## src/rtl/mi2_pkg.sv

```systemverilog
// Shared types, constants and modular helper functions for the 2x2 key inverse block.
// No dependencies; used by every other file of the block.
`default_nettype none

package mi2_pkg;

  localparam int MODULUS = 26;
  localparam int ENT_W   = 8;                    // raw input entry width
  localparam int OUT_W   = 5;                    // result field width
  localparam int RES_W   = $clog2(MODULUS);      // width of one residue
  localparam int PROD_W  = 2 * RES_W;            // product of two residues
  localparam int EXT_W   = RES_W + OUT_W;

  // reciprocal factors: floor(2^W / M), quotient estimate is low by at most one
  localparam int K_ENT  = (1 << ENT_W) / MODULUS;
  localparam int K_PROD = (1 << PROD_W) / MODULUS;

  localparam logic [RES_W:0]   MOD_R1 = (RES_W + 1)'(MODULUS);
  localparam logic [RES_W-1:0] RES_ONE = RES_W'(1);
  localparam logic [RES_W-1:0] RES_M1  = RES_W'(MODULUS - 1);

  typedef logic [RES_W-1:0] res_t;

  typedef struct packed {
    logic [ENT_W-1:0] entry_tl;
    logic [ENT_W-1:0] entry_tr;
    logic [ENT_W-1:0] entry_bl;
    logic [ENT_W-1:0] entry_br;
  } in_item_t;

  typedef struct packed {
    logic [OUT_W-1:0] inv_tl;
    logic [OUT_W-1:0] inv_tr;
    logic [OUT_W-1:0] inv_bl;
    logic [OUT_W-1:0] inv_br;
    logic [OUT_W-1:0] det_residue;
    logic             invertible;
  } out_item_t;

  typedef enum logic [1:0] {
    MSEL_AD = 2'd0,
    MSEL_BC = 2'd1,
    MSEL_SC = 2'd2
  } mul_sel_t;

  typedef struct packed {
    logic       load;
    logic       mul_en;
    mul_sel_t   mul_sel;
    logic       red_ad;
    logic       red_bc;
    logic       det_en;
    logic       search_en;
    logic       red_scale;
    logic [1:0] k;
    logic       out_load;
  } cmd_t;

  typedef struct packed {
    logic search_hit;
    logic search_last;
  } stat_t;

  // raw 8-bit entry mod M: reciprocal estimate plus one correction
  function automatic res_t red_ent(input logic [ENT_W-1:0] v);
    logic [2*ENT_W-1:0] t;
    logic [ENT_W-1:0]   q;
    logic [2*ENT_W:0]   qm;
    logic [ENT_W:0]     r;
    t  = v * ENT_W'(K_ENT);
    q  = t[2*ENT_W-1:ENT_W];
    qm = (2*ENT_W + 1)'(q) * (2*ENT_W + 1)'(MODULUS);
    r  = {1'b0, v} - qm[ENT_W:0];
    if (r >= (ENT_W + 1)'(MODULUS)) begin
      r = r - (ENT_W + 1)'(MODULUS);
    end
    return r[RES_W-1:0];
  endfunction

  // product of two residues mod M, same scheme
  function automatic res_t red_prod(input logic [PROD_W-1:0] p);
    logic [2*PROD_W-1:0] t;
    logic [PROD_W-1:0]   q;
    logic [2*PROD_W:0]   qm;
    logic [PROD_W:0]     r;
    t  = p * PROD_W'(K_PROD);
    q  = t[2*PROD_W-1:PROD_W];
    qm = (2*PROD_W + 1)'(q) * (2*PROD_W + 1)'(MODULUS);
    r  = {1'b0, p} - qm[PROD_W:0];
    if (r >= (PROD_W + 1)'(MODULUS)) begin
      r = r - (PROD_W + 1)'(MODULUS);
    end
    return r[RES_W-1:0];
  endfunction

  // (x + y) mod M for residues
  function automatic res_t add_mod(input res_t x, input res_t y);
    logic [RES_W:0] s;
    s = {1'b0, x} + {1'b0, y};
    if (s >= MOD_R1) begin
      s = s - MOD_R1;
    end
    return s[RES_W-1:0];
  endfunction

  // (x - y) mod M for residues
  function automatic res_t sub_mod(input res_t x, input res_t y);
    logic [RES_W:0] s;
    s = {1'b0, x} + MOD_R1 - {1'b0, y};
    if (s >= MOD_R1) begin
      s = s - MOD_R1;
    end
    return s[RES_W-1:0];
  endfunction

  function automatic logic [OUT_W-1:0] to_out(input res_t r);
    logic [EXT_W-1:0] e;
    e = EXT_W'(r);
    return e[OUT_W-1:0];
  endfunction

endpackage

`default_nettype wire

```

## src/rtl/mi2_dp.sv

```systemverilog
// Datapath: entry reduction, shared multiply/reduce unit, inverse search, result register.
// Depends on mi2_pkg; driven by mi2_ctrl through mi2_pkg::cmd_t.
`default_nettype none

module mi2_dp (
  input  wire logic              clk,
  input  wire mi2_pkg::cmd_t     cmd,
  input  wire mi2_pkg::in_item_t in_data,
  output mi2_pkg::stat_t         stat,
  output mi2_pkg::out_item_t     out_data
);

  mi2_pkg::res_t a_r, b_r, c_r, d_r;
  mi2_pkg::res_t ad_r, bc_r, det_r, acc_r, x_r, inv_r;
  mi2_pkg::res_t res_r [4];
  logic          ok_r;
  logic [mi2_pkg::PROD_W-1:0] p_r;
  mi2_pkg::out_item_t out_r;

  mi2_pkg::res_t mul_x, mul_y, adj, red_val, det_nxt;

  // adjugate [d, -b; -c, a]
  always_comb begin
    case (cmd.k)
      2'd0:    adj = d_r;
      2'd1:    adj = mi2_pkg::sub_mod('0, b_r);
      2'd2:    adj = mi2_pkg::sub_mod('0, c_r);
      default: adj = a_r;
    endcase
  end

  always_comb begin
    case (cmd.mul_sel)
      mi2_pkg::MSEL_AD: begin
        mul_x = a_r;
        mul_y = d_r;
      end
      mi2_pkg::MSEL_BC: begin
        mul_x = b_r;
        mul_y = c_r;
      end
      default: begin
        mul_x = adj;
        mul_y = inv_r;
      end
    endcase
  end

  assign red_val = mi2_pkg::red_prod(p_r);
  assign det_nxt = mi2_pkg::sub_mod(ad_r, bc_r);

  always_ff @(posedge clk) begin
    if (cmd.load) begin
      a_r <= mi2_pkg::red_ent(in_data.entry_tl);
      b_r <= mi2_pkg::red_ent(in_data.entry_tr);
      c_r <= mi2_pkg::red_ent(in_data.entry_bl);
      d_r <= mi2_pkg::red_ent(in_data.entry_br);
    end
    if (cmd.mul_en) begin
      p_r <= mi2_pkg::PROD_W'(mul_x) * mi2_pkg::PROD_W'(mul_y);
    end
    if (cmd.red_ad) begin
      ad_r <= red_val;
    end
    if (cmd.red_bc) begin
      bc_r <= red_val;
    end
    if (cmd.red_scale) begin
      res_r[cmd.k] <= red_val;
    end
    if (cmd.det_en) begin
      det_r <= det_nxt;
      acc_r <= det_nxt;
      x_r   <= mi2_pkg::RES_ONE;
      inv_r <= '0;
      ok_r  <= 1'b0;
    end else if (cmd.search_en) begin
      // acc_r tracks det * x_r mod M
      if (acc_r == mi2_pkg::RES_ONE) begin
        inv_r <= x_r;
        ok_r  <= 1'b1;
      end else begin
        x_r   <= x_r + mi2_pkg::RES_ONE;
        acc_r <= mi2_pkg::add_mod(acc_r, det_r);
      end
    end
    if (cmd.out_load) begin
      out_r.inv_tl      <= mi2_pkg::to_out(res_r[0]);
      out_r.inv_tr      <= mi2_pkg::to_out(res_r[1]);
      out_r.inv_bl      <= mi2_pkg::to_out(res_r[2]);
      out_r.inv_br      <= mi2_pkg::to_out(res_r[3]);
      out_r.det_residue <= mi2_pkg::to_out(det_r);
      out_r.invertible  <= ok_r;
    end
  end

  assign stat.search_hit  = (acc_r == mi2_pkg::RES_ONE);
  assign stat.search_last = (x_r == mi2_pkg::RES_M1);
  assign out_data         = out_r;

endmodule

`default_nettype wire

```

## src/rtl/mi2_ctrl.sv

```systemverilog
// Controller: sequences load, multiply/reduce steps, inverse search and output transfer.
// Depends on mi2_pkg; drives mi2_dp through mi2_pkg::cmd_t.
`default_nettype none

module mi2_ctrl (
  input  wire logic           clk,
  input  wire logic           rst_n,
  input  wire logic           in_valid,
  output logic                in_stall,
  output logic                out_valid,
  input  wire logic           out_stall,
  input  wire mi2_pkg::stat_t stat,
  output mi2_pkg::cmd_t       cmd
);

  typedef enum logic [9:0] {
    ST_IDLE   = 10'b00_0000_0001,
    ST_MUL_AD = 10'b00_0000_0010,
    ST_RED_AD = 10'b00_0000_0100,
    ST_MUL_BC = 10'b00_0000_1000,
    ST_RED_BC = 10'b00_0001_0000,
    ST_DET    = 10'b00_0010_0000,
    ST_SEARCH = 10'b00_0100_0000,
    ST_SC_MUL = 10'b00_1000_0000,
    ST_SC_RED = 10'b01_0000_0000,
    ST_DONE   = 10'b10_0000_0000
  } state_t;

  state_t     state_r, state_nxt;
  logic [1:0] k_r, k_nxt;
  logic       out_valid_r, out_valid_nxt;
  logic       out_free;

  assign out_free  = !out_valid_r || !out_stall;
  assign in_stall  = (state_r != ST_IDLE);
  assign out_valid = out_valid_r;

  always_comb begin
    state_nxt     = state_r;
    k_nxt         = k_r;
    out_valid_nxt = out_valid_r && out_stall;
    cmd           = '0;
    cmd.mul_sel   = mi2_pkg::MSEL_AD;
    cmd.k         = k_r;
    case (state_r)
      ST_IDLE: begin
        if (in_valid) begin
          cmd.load  = 1'b1;
          state_nxt = ST_MUL_AD;
        end
      end
      ST_MUL_AD: begin
        cmd.mul_en  = 1'b1;
        cmd.mul_sel = mi2_pkg::MSEL_AD;
        state_nxt   = ST_RED_AD;
      end
      ST_RED_AD: begin
        cmd.red_ad = 1'b1;
        state_nxt  = ST_MUL_BC;
      end
      ST_MUL_BC: begin
        cmd.mul_en  = 1'b1;
        cmd.mul_sel = mi2_pkg::MSEL_BC;
        state_nxt   = ST_RED_BC;
      end
      ST_RED_BC: begin
        cmd.red_bc = 1'b1;
        state_nxt  = ST_DET;
      end
      ST_DET: begin
        cmd.det_en = 1'b1;
        k_nxt      = '0;
        state_nxt  = ST_SEARCH;
      end
      ST_SEARCH: begin
        cmd.search_en = 1'b1;
        if (stat.search_hit || stat.search_last) begin
          state_nxt = ST_SC_MUL;
        end
      end
      ST_SC_MUL: begin
        cmd.mul_en  = 1'b1;
        cmd.mul_sel = mi2_pkg::MSEL_SC;
        state_nxt   = ST_SC_RED;
      end
      ST_SC_RED: begin
        cmd.red_scale = 1'b1;
        if (k_r == 2'd3) begin
          state_nxt = ST_DONE;
        end else begin
          k_nxt     = k_r + 2'd1;
          state_nxt = ST_SC_MUL;
        end
      end
      ST_DONE: begin
        if (out_free) begin
          cmd.out_load  = 1'b1;
          out_valid_nxt = 1'b1;
          state_nxt     = ST_IDLE;
        end
      end
      default: begin
        state_nxt = ST_IDLE;
      end
    endcase
  end

  always_ff @(posedge clk) begin
    if (!rst_n) begin
      state_r     <= ST_IDLE;
      k_r         <= '0;
      out_valid_r <= 1'b0;
    end else begin
      state_r     <= state_nxt;
      k_r         <= k_nxt;
      out_valid_r <= out_valid_nxt;
    end
  end

endmodule

`default_nettype wire

```

## src/rtl/modular_inverse_2x2_matrix_top.sv

```systemverilog
// Top level of the 2x2 key inverse mod MODULUS: controller plus datapath.
// Depends on mi2_pkg, mi2_ctrl and mi2_dp.
//
// Usage:
//  - Input channel in_valid / in_stall / in_data carries one 2x2 matrix of raw
//    8-bit entries; a transfer happens when in_valid is high and in_stall low.
//  - Output channel out_valid / out_stall / out_data carries the inverse mod
//    MODULUS, the determinant residue and the invertible flag, one result per
//    input. A zero inverse with invertible low means a singular matrix.
//  - One matrix is worked on at a time. in_stall is low only while idle.
//  - After an input transfer the matrix goes in order through passes of the shared
//    multiply/reduce unit for ad and bc, one determinant step, the inverse search
//    (candidates 1 to MODULUS-1, one candidate per cycle against the running det*x
//    residue), four passes for the adjugate scalings and the output register load.
//    Each of the six passes is a multiply state followed by a reduce state.
//  - The next matrix is taken the cycle after a result is loaded, even if the
//    receiver still stalls it; a finished result then waits in the done state
//    until the output register frees up.
//  - While out_valid and out_stall are both high the output payload holds.
//  - rst_n (synchronous, active low) returns the controller to idle and drops
//    out_valid; any matrix in flight is discarded.
`default_nettype none

module modular_inverse_2x2_matrix_top (
  input  wire logic               clk,
  input  wire logic               rst_n,
  input  wire logic               in_valid,
  output logic                    in_stall,
  input  wire mi2_pkg::in_item_t  in_data,
  output logic                    out_valid,
  input  wire logic               out_stall,
  output mi2_pkg::out_item_t      out_data
);

  mi2_pkg::cmd_t  cmd;   // controller -> datapath
  mi2_pkg::stat_t stat;  // datapath -> controller (search status)

  mi2_ctrl u_ctrl (
    .clk       (clk),
    .rst_n     (rst_n),
    .in_valid  (in_valid),
    .in_stall  (in_stall),
    .out_valid (out_valid),
    .out_stall (out_stall),
    .stat      (stat),
    .cmd       (cmd)
  );

  mi2_dp u_dp (
    .clk      (clk),
    .cmd      (cmd),
    .in_data  (in_data),
    .stat     (stat),
    .out_data (out_data)
  );

endmodule

`default_nettype wire

```

## config.mk

```make
export PLATFORM = sky130hd
export DESIGN_NAME = modular_inverse_2x2_matrix_top
export DESIGN_NICKNAME = d
export VERILOG_FILES = /design/src/rtl/mi2_pkg.sv /design/src/rtl/mi2_dp.sv /design/src/rtl/mi2_ctrl.sv /design/src/rtl/modular_inverse_2x2_matrix_top.sv
export SDC_FILE = /design/constraint.sdc
export NUM_CORES = 1
export LEC_CHECK = 0
export BUFFER_PORTS_ARGS = -buffer_cell sky130_fd_sc_hd__clkbuf_2
export CORE_MARGIN = 3
export CORE_UTILIZATION = 31
export DETAILED_ROUTE_END_ITERATION = 10
export GPL_ROUTABILITY_DRIVEN = 0
export GPL_TIMING_DRIVEN = 0
export PLACE_DENSITY = 0.57
export SETUP_SLACK_MARGIN = 0.4
export SYNTH_ARGS = -nofsm -noshare
export SYNTH_HDL_FRONTEND = slang
export SYNTH_HIERARCHICAL = 1
export SYNTH_SLANG_ARGS = --single-unit
```

## constraint.sdc

```tcl
create_clock -name clk -period 13.6 [get_ports clk]
set_input_delay 1.36 -clock clk [delete_from_list [all_inputs] [get_ports clk]]
set_output_delay 1.36 -clock clk [all_outputs]
set_load 0.01 [all_outputs]
```

### Yosys cells after proc, flatten, opt, wreduce, memory -nomap -nowiden

Memory sizes are Yosys's and may differ from the RTL's. A register that Yosys moved wholly into a read port is not among the register bits.
Index checks and enable logic that the tools add are counted.

| cells by class | value |
|---|---|
| multiply operators | 11 |
| reduce and logical (&&, ||, !) cells | 14 |
| bitwise logic cells | 1 |
| equality and inequality tests | 22 |
| $add $sub $neg | 21 |
| muxes and demuxes | 36 |
| order comparisons | 9 |

Operator list:

| operator | count |
|---|---|
| $pmux 10 s10 | 1 |
| $mux 5 | 12 |
| $mul 8x4->12 const B | 4 |
| $sub 5x5->5 const B | 9 |
| $mux 10 | 4 |
| $ge 9x5->1 const B | 4 |
| $sub 8x9->9 | 4 |
| $mul 4x4->8 const B | 4 |
| $ge 6x5->1 const B | 4 |
| $pmux 5 s2 | 2 |
| $mul 10x6->16 const B | 1 |
| $pmux 5 s3 | 1 |
| $mux 1 | 13 |
| $sub 5x5->6 const A | 2 |
| $ge 11x5->1 const B | 1 |
| $sub 10x11->11 | 1 |
| $eq 10x1->1 const B | 1 |
| $eq 10x10->1 const B | 1 |
| $eq 10x2->1 const B | 1 |
| $eq 10x3->1 const B | 1 |
| $eq 10x4->1 const B | 1 |
| $eq 10x5->1 const B | 1 |
| $eq 10x6->1 const B | 1 |
| $eq 10x7->1 const B | 1 |
| 27 further kinds | 39 |

| word-level totals | value |
|---|---|
| memories | 1 |
| RAM bits | 20 |
| output and inout bits | 28 |
| flip-flop bits (word level) | 80 |

Memory list:

| memory | words | width | rd ports | clocked after memory_dff | write ports | line | text |
|---|---|---|---|---|---|---|---|
| u_dp.res_r | 4 | 5 | 4 | 4 | 1 | mi2_dp.sv:15 | `mi2_pkg::res_t res_r [4];` |

### Logic depth before layout (Yosys ltp)

| depth | value |
|---|---|
| word-level depth | 6 |
| gate-level depth with buffers | 31 |
| depth with buffers taken out | 31 |

### Modules after synthesis

Netlist, hierarchy kept.

By module, submodules not included:

| module | sequential area each (um2) | instances | cells each | area each (um2) |
|---|---|---|---|---|
| mi2_dp | 3103.0 | 1 | 1019 | 10486.3 |
| mi2_ctrl | 260.2 | 1 | 89 | 765.7 |

### Worst setup path before layout

OpenSTA, ideal clock, no wires.

| path | value |
|---|---|
| kind | register -> register |
| start point | register u_dp/p_r[5] in the netlist's numbering |
| end point | register u_dp.ad_r[2], data pin |
| setup time | 206 ps |
| cell stages (with the launch flop) | 32 |
| clock period less this slack | 7216 ps |
| path slack | 6384 ps |
| path buffers | 0 |
| arrival | 7009 ps |
| cells stage by stage | edfxtp_1 inv_1 fa_1 inv_1 ha_1 inv_1 fa_1 inv_1 ha_1 nor4_1 a221oi_1 a311o_1 a21oi_1 o21bai_1 a21oi_2 xor2_1 fa_1 inv_1 ha_1 a21o_1 a21oi_1 o21bai_1 a21oi_1 xor2_1 ha_1 nor2b_1 a222oi_1 o21ai_1 a2111oi_2 nor4b_4 and2_4 mux2i_1 |

| between the ends | value |
|---|---|
| cells in the longest elaborated chain, start to end | 5 |
| elaborated cells between the ends (all ways) | 6 |

Ends and longest elaborated chain:

| item | line | text |
|---|---|---|
| start, declared | mi2_dp.sv:17 | `logic [mi2_pkg::PROD_W-1:0] p_r;` |
| start signal, assigned | mi2_dp.sv:60 | `p_r <= mi2_pkg::PROD_W'(mul_x) * mi2_pkg::PROD_W'(mul_y);` |
| $mul 10x6->16 | mi2_pkg.sv:86 | `t = p * PROD_W'(K_PROD);` |
| $mul 6x4->10 | mi2_pkg.sv:88 | `qm = (2*PROD_W + 1)'(q) * (2*PROD_W + 1)'(MODULUS);` |
| $sub 10x11->11 (*) | mi2_pkg.sv:89 | `r = {1'b0, p} - qm[PROD_W:0];` |
| $ge 11x5->1 / $sub 5x5->5 (equally long branches) | mi2_pkg.sv:90, mi2_pkg.sv:91 |  |
| $mux 5 (*) | mi2_pkg.sv:90 | `if (r >= (PROD_W + 1)'(MODULUS)) begin` |
| net u_dp.red_val[2] | mi2_dp.sv:20 | `mi2_pkg::res_t mul_x, mul_y, adj, red_val, det_nxt;` |
| end signal, assigned | mi2_dp.sv:63 | `ad_r <= red_val;` |
| end, declared | mi2_dp.sv:14 | `mi2_pkg::res_t ad_r, bc_r, det_r, acc_r, x_r, inv_r;` |

The timed path passes the listed nets; every way through them passes the cells marked *.
A chain may end at the register's enable or synchronous reset.

### Final worst setup path

| path | value |
|---|---|
| start point | register u_dp/p_r[5] in the netlist's numbering |
| end point | memory u_dp/res_r[2][2] in the netlist's numbering, data pin |

| between the ends | value |
|---|---|
| cells in the longest elaborated chain, start to end | 5 |
| elaborated cells between the ends (all ways) | 6 |

Ends and longest elaborated chain:

| item | line |
|---|---|
| $mul 10x6->16 | mi2_pkg.sv:86 |
| $mul 6x4->10 | mi2_pkg.sv:88 |
| $sub 10x11->11 (*) | mi2_pkg.sv:89 |
| $ge 11x5->1 / $sub 5x5->5 (equally long branches) | mi2_pkg.sv:90, mi2_pkg.sv:91 |
| $mux 5 (*) | mi2_pkg.sv:90 |
| net u_dp.red_val[2] | mi2_dp.sv:20 |
| end, declared | mi2_dp.sv:15 |

Marks and branches as above.

==> summary.txt <==
most used routing layer = met2
row count = 69
Clk Latency, worst-skew pair = 0.42 ns
Critical Path RT = 13.75 ns
Die Span Y = 196.5 um
initial antenna violation count = 0
Worst Path Arrival = 8.37 ns
Starting Density = 31.56%
core area = 35660 um2
Nets = 1468
clock buffer depth = 2
Setup crit start = u_dp/p_r[5]
Antenna Diode Count = 0
clock skew = 0.009958 ns
asr flop ratio synth = 0%
post-cts sizing count = 0
status = finished clean
Synth Cell Area = 11250 um2
HPWL Detailed = 17470 um
Post-DRT Antenna Nets = 0
CTS Sinks = 120
grt total ovfl = 0
CP Buf/Inv Count = 5
Setup Viol. Count Final = 0
largest net degree at the start of global routing = 27
Simple-Gate Fraction of Synth Area = 12.24%
die area = 38620 um2
port bufs = 63
post-CTS setup buffer count = 0
H-tree lvl count = 4
worst hold path endpoint = u_dp/out_data[17]
total CTS buffers = 17
layout cells sized above 1 = 10.96%
vias after detailed routing = 7989
xor/xnor cell area share of the yosys netlist = 7.406%
Max Freq = 121.6 MHz
mux contribution to synthesized area = 2.658%
residual DRC count = 0
Synth Instances = 1108
R2R cell count = 31
Overall Global Routing Usage = 11.40%
CP max stage delay = 0.61 ns
wire per inst = 12.81 um
CP Class = reg2reg
min cycle time layout = 8.225 ns
Seq cells post-synth = 120
area delta synth->final = 13.03%
Worst-Margin Slew = 1.187 ns
vias per inst = 4.798
number of global-route vias before repair = 8069
post-synthesis sequential area ratio = 29.89%
met1 usage = 14.70%
R2R setup slack = 5.38 ns
Post-synth EDFFs = 96
routed wire length = 21330 um
met3 GRT Util = 2.085%
number of max-cap violations = 0
CTS tree = done
Worst Setup End Kind = flop
Final Hold Fails = 0
final worst-path cycle share = 60.48%
largest family of logic cells by synthesized area = adder cells
DIE WIDTH = 196.5 um
YS warnings = 6
first-pass GRT wire length = 36870 um
R2R Path End = u_dp/res_r[2][2]
worst min-delay path startpoint = u_dp/res_r[1][1]
Synth Area in Adders = 29.27%
Slew Limit Fails = 0
GR Layer Usage met2 = 19.85%
post-route setup TNS = 0 ns
hold depth = 0
syn_nets = 1385
post-synthesis compound-gate area fraction = 13.04%
RSZ-0062 raised after global routing = false
Mean Syn Cell Area = 10.16 um2
ys flop type = edfxtp_1
Startpoint Class = flop
TritonRoute pass-1 iters = 5
Yosys cell types = 79
number of DRC markers in iteration 0 = 308
crit-path most repeated cell = inv_1
Max transition margin = 19.98%
fillcell total = 3595
Root Buffer = clkbuf_16
Critical Path Fanout Max = 6
Clock Pin Slew Worst Setup and Hold Paths = 0.06 ns
worst hold-check path type = reg2reg
crit-path leading delay family = adder cells
worst reg2reg path startpoint = u_dp/p_r[5]
# hold bufs at CTS = 0
top-level port count = 64
final core occ = 35.67%
slowest CP cell = fa_1
-- synthesized netlist by cell type (21+ instances only) --
cell | n | area (um2)
ha_1 | 204 | 2552
nor2b_1 | 27 | 168.9
a21oi_1 | 62 | 310.3
dfxtp_1 | 24 | 480.5
xor2_1 | 42 | 367.9
o21ai_0 | 25 | 125.1
nand2_1 | 46 | 172.7
mux2i_1 | 22 | 220.2
nor2_1 | 70 | 262.8
xnor2_1 | 41 | 359.1
edfxtp_1 | 96 | 2883
nor3_1 | 21 | 105.1
inv_1 | 151 | 566.8
a21o_1 | 23 | 172.7
fa_1 | 37 | 740.7
-- kinds of logic (layout without fill, tap and decap cells) --
kind of cell,Yosys count,in the layout
multiplexers,28,28
AND/OR/NAND/NOR,251,251
buffers and inverters,164,260
adder cells (fa/ha/maj),241,241
flip-flops,120,120
AO/OA/AOI/OAI,216,216
XOR/XNOR,88,88
-- placed cells by master, fill, tap and decap left out, types with 12 or more instances in the layout --
| cell | n |
|---|---|
| fa_1 | 37 |
| nand2b_1 | 15 |
| ha_1 | 204 |
| inv_1 | 151 |
| o21ai_0 | 25 |
| nor3_1 | 21 |
| nand2_1 | 46 |
| o21a_1 | 12 |
| nor2_1 | 69 |
| xor2_1 | 42 |
| mux2i_1 | 22 |
| nor2b_1 | 27 |
| clkbuf_16 | 17 |
| nand3_1 | 13 |
| clkbuf_2 | 63 |
| xnor2_1 | 41 |
| edfxtp_1 | 96 |
| dfxtp_1 | 24 |
| a21oi_1 | 61 |
| a21o_1 | 23 |
-- final cells by class --
type                            count  area (um2)  area share (%)
Multi-Input combinational cell    824        7284           57.28
Sequential cell                   120        3363           26.44
Tap cell                          461       576.8           4.535
Inverter                          153       574.3           4.516
Clock buffer                       18       429.2           3.374
Timing Repair Buffer               64       330.3           2.597
Clock inverter                     14       116.4          0.9149
Buffer                             11       43.79          0.3443
-- registers in the layout (all words and copies together), names as in the netlist, 2 cells and up --
signal	flops
u_dp/a_r	5
u_dp/acc_r	5
u_dp/ad_r	5
u_dp/res_r	20
u_dp/det_r	5
u_ctrl/k_r	2
u_dp/inv_r	5
u_ctrl/state_r	10
u_dp/b_r	5
u_dp/p_r	10
u_dp/bc_r	5
u_dp/x_r	5
u_dp/c_r	5
u_dp/out_data	26
u_dp/d_r	5
-- through the flow --
step	worst slack [ns]	cell area (um2)	std cells	hold WS, ns
3_5_place_dp	5.242	12170	1633	0.4045
5_1_grt	4.760	12720	1665	0.4317
6_report	5.375	12720	1665	0.4129
2_1_floorplan	6.384	11250	1108	0.4003
4_1_cts	5.223	12720	1665	0.4159
3_3_place_gp	5.430	12140	1632	0.4019
-- worst max path at each step --
| stage | to | slack, ns | depth (start not counted) |
|---|---|---|---|
| global route | u_dp/ad_r[2] | 4.76 | 31 |
| finish | u_dp/res_r[2][2] | 5.38 | 31 |
| detailed placement | u_dp/ad_r[2] | 5.24 | 31 |
| floorplan | u_dp/ad_r[2] | 6.38 | 31 |
| CTS | u_dp/res_r[2][2] | 5.22 | 31 |
| global placement | u_dp/ad_r[2] | 5.43 | 31 |
-- layer usage --
metal	part of all wire [%]	vias up
met1	48	3754
met4	1.1	0
li1	-	4109
met2	48	107
met3	2.9	19
met5	0	-
Power is left out: the tool's default activity adds up to more than one toggle a clock period on the data nets, which glitch-free logic cannot reach.
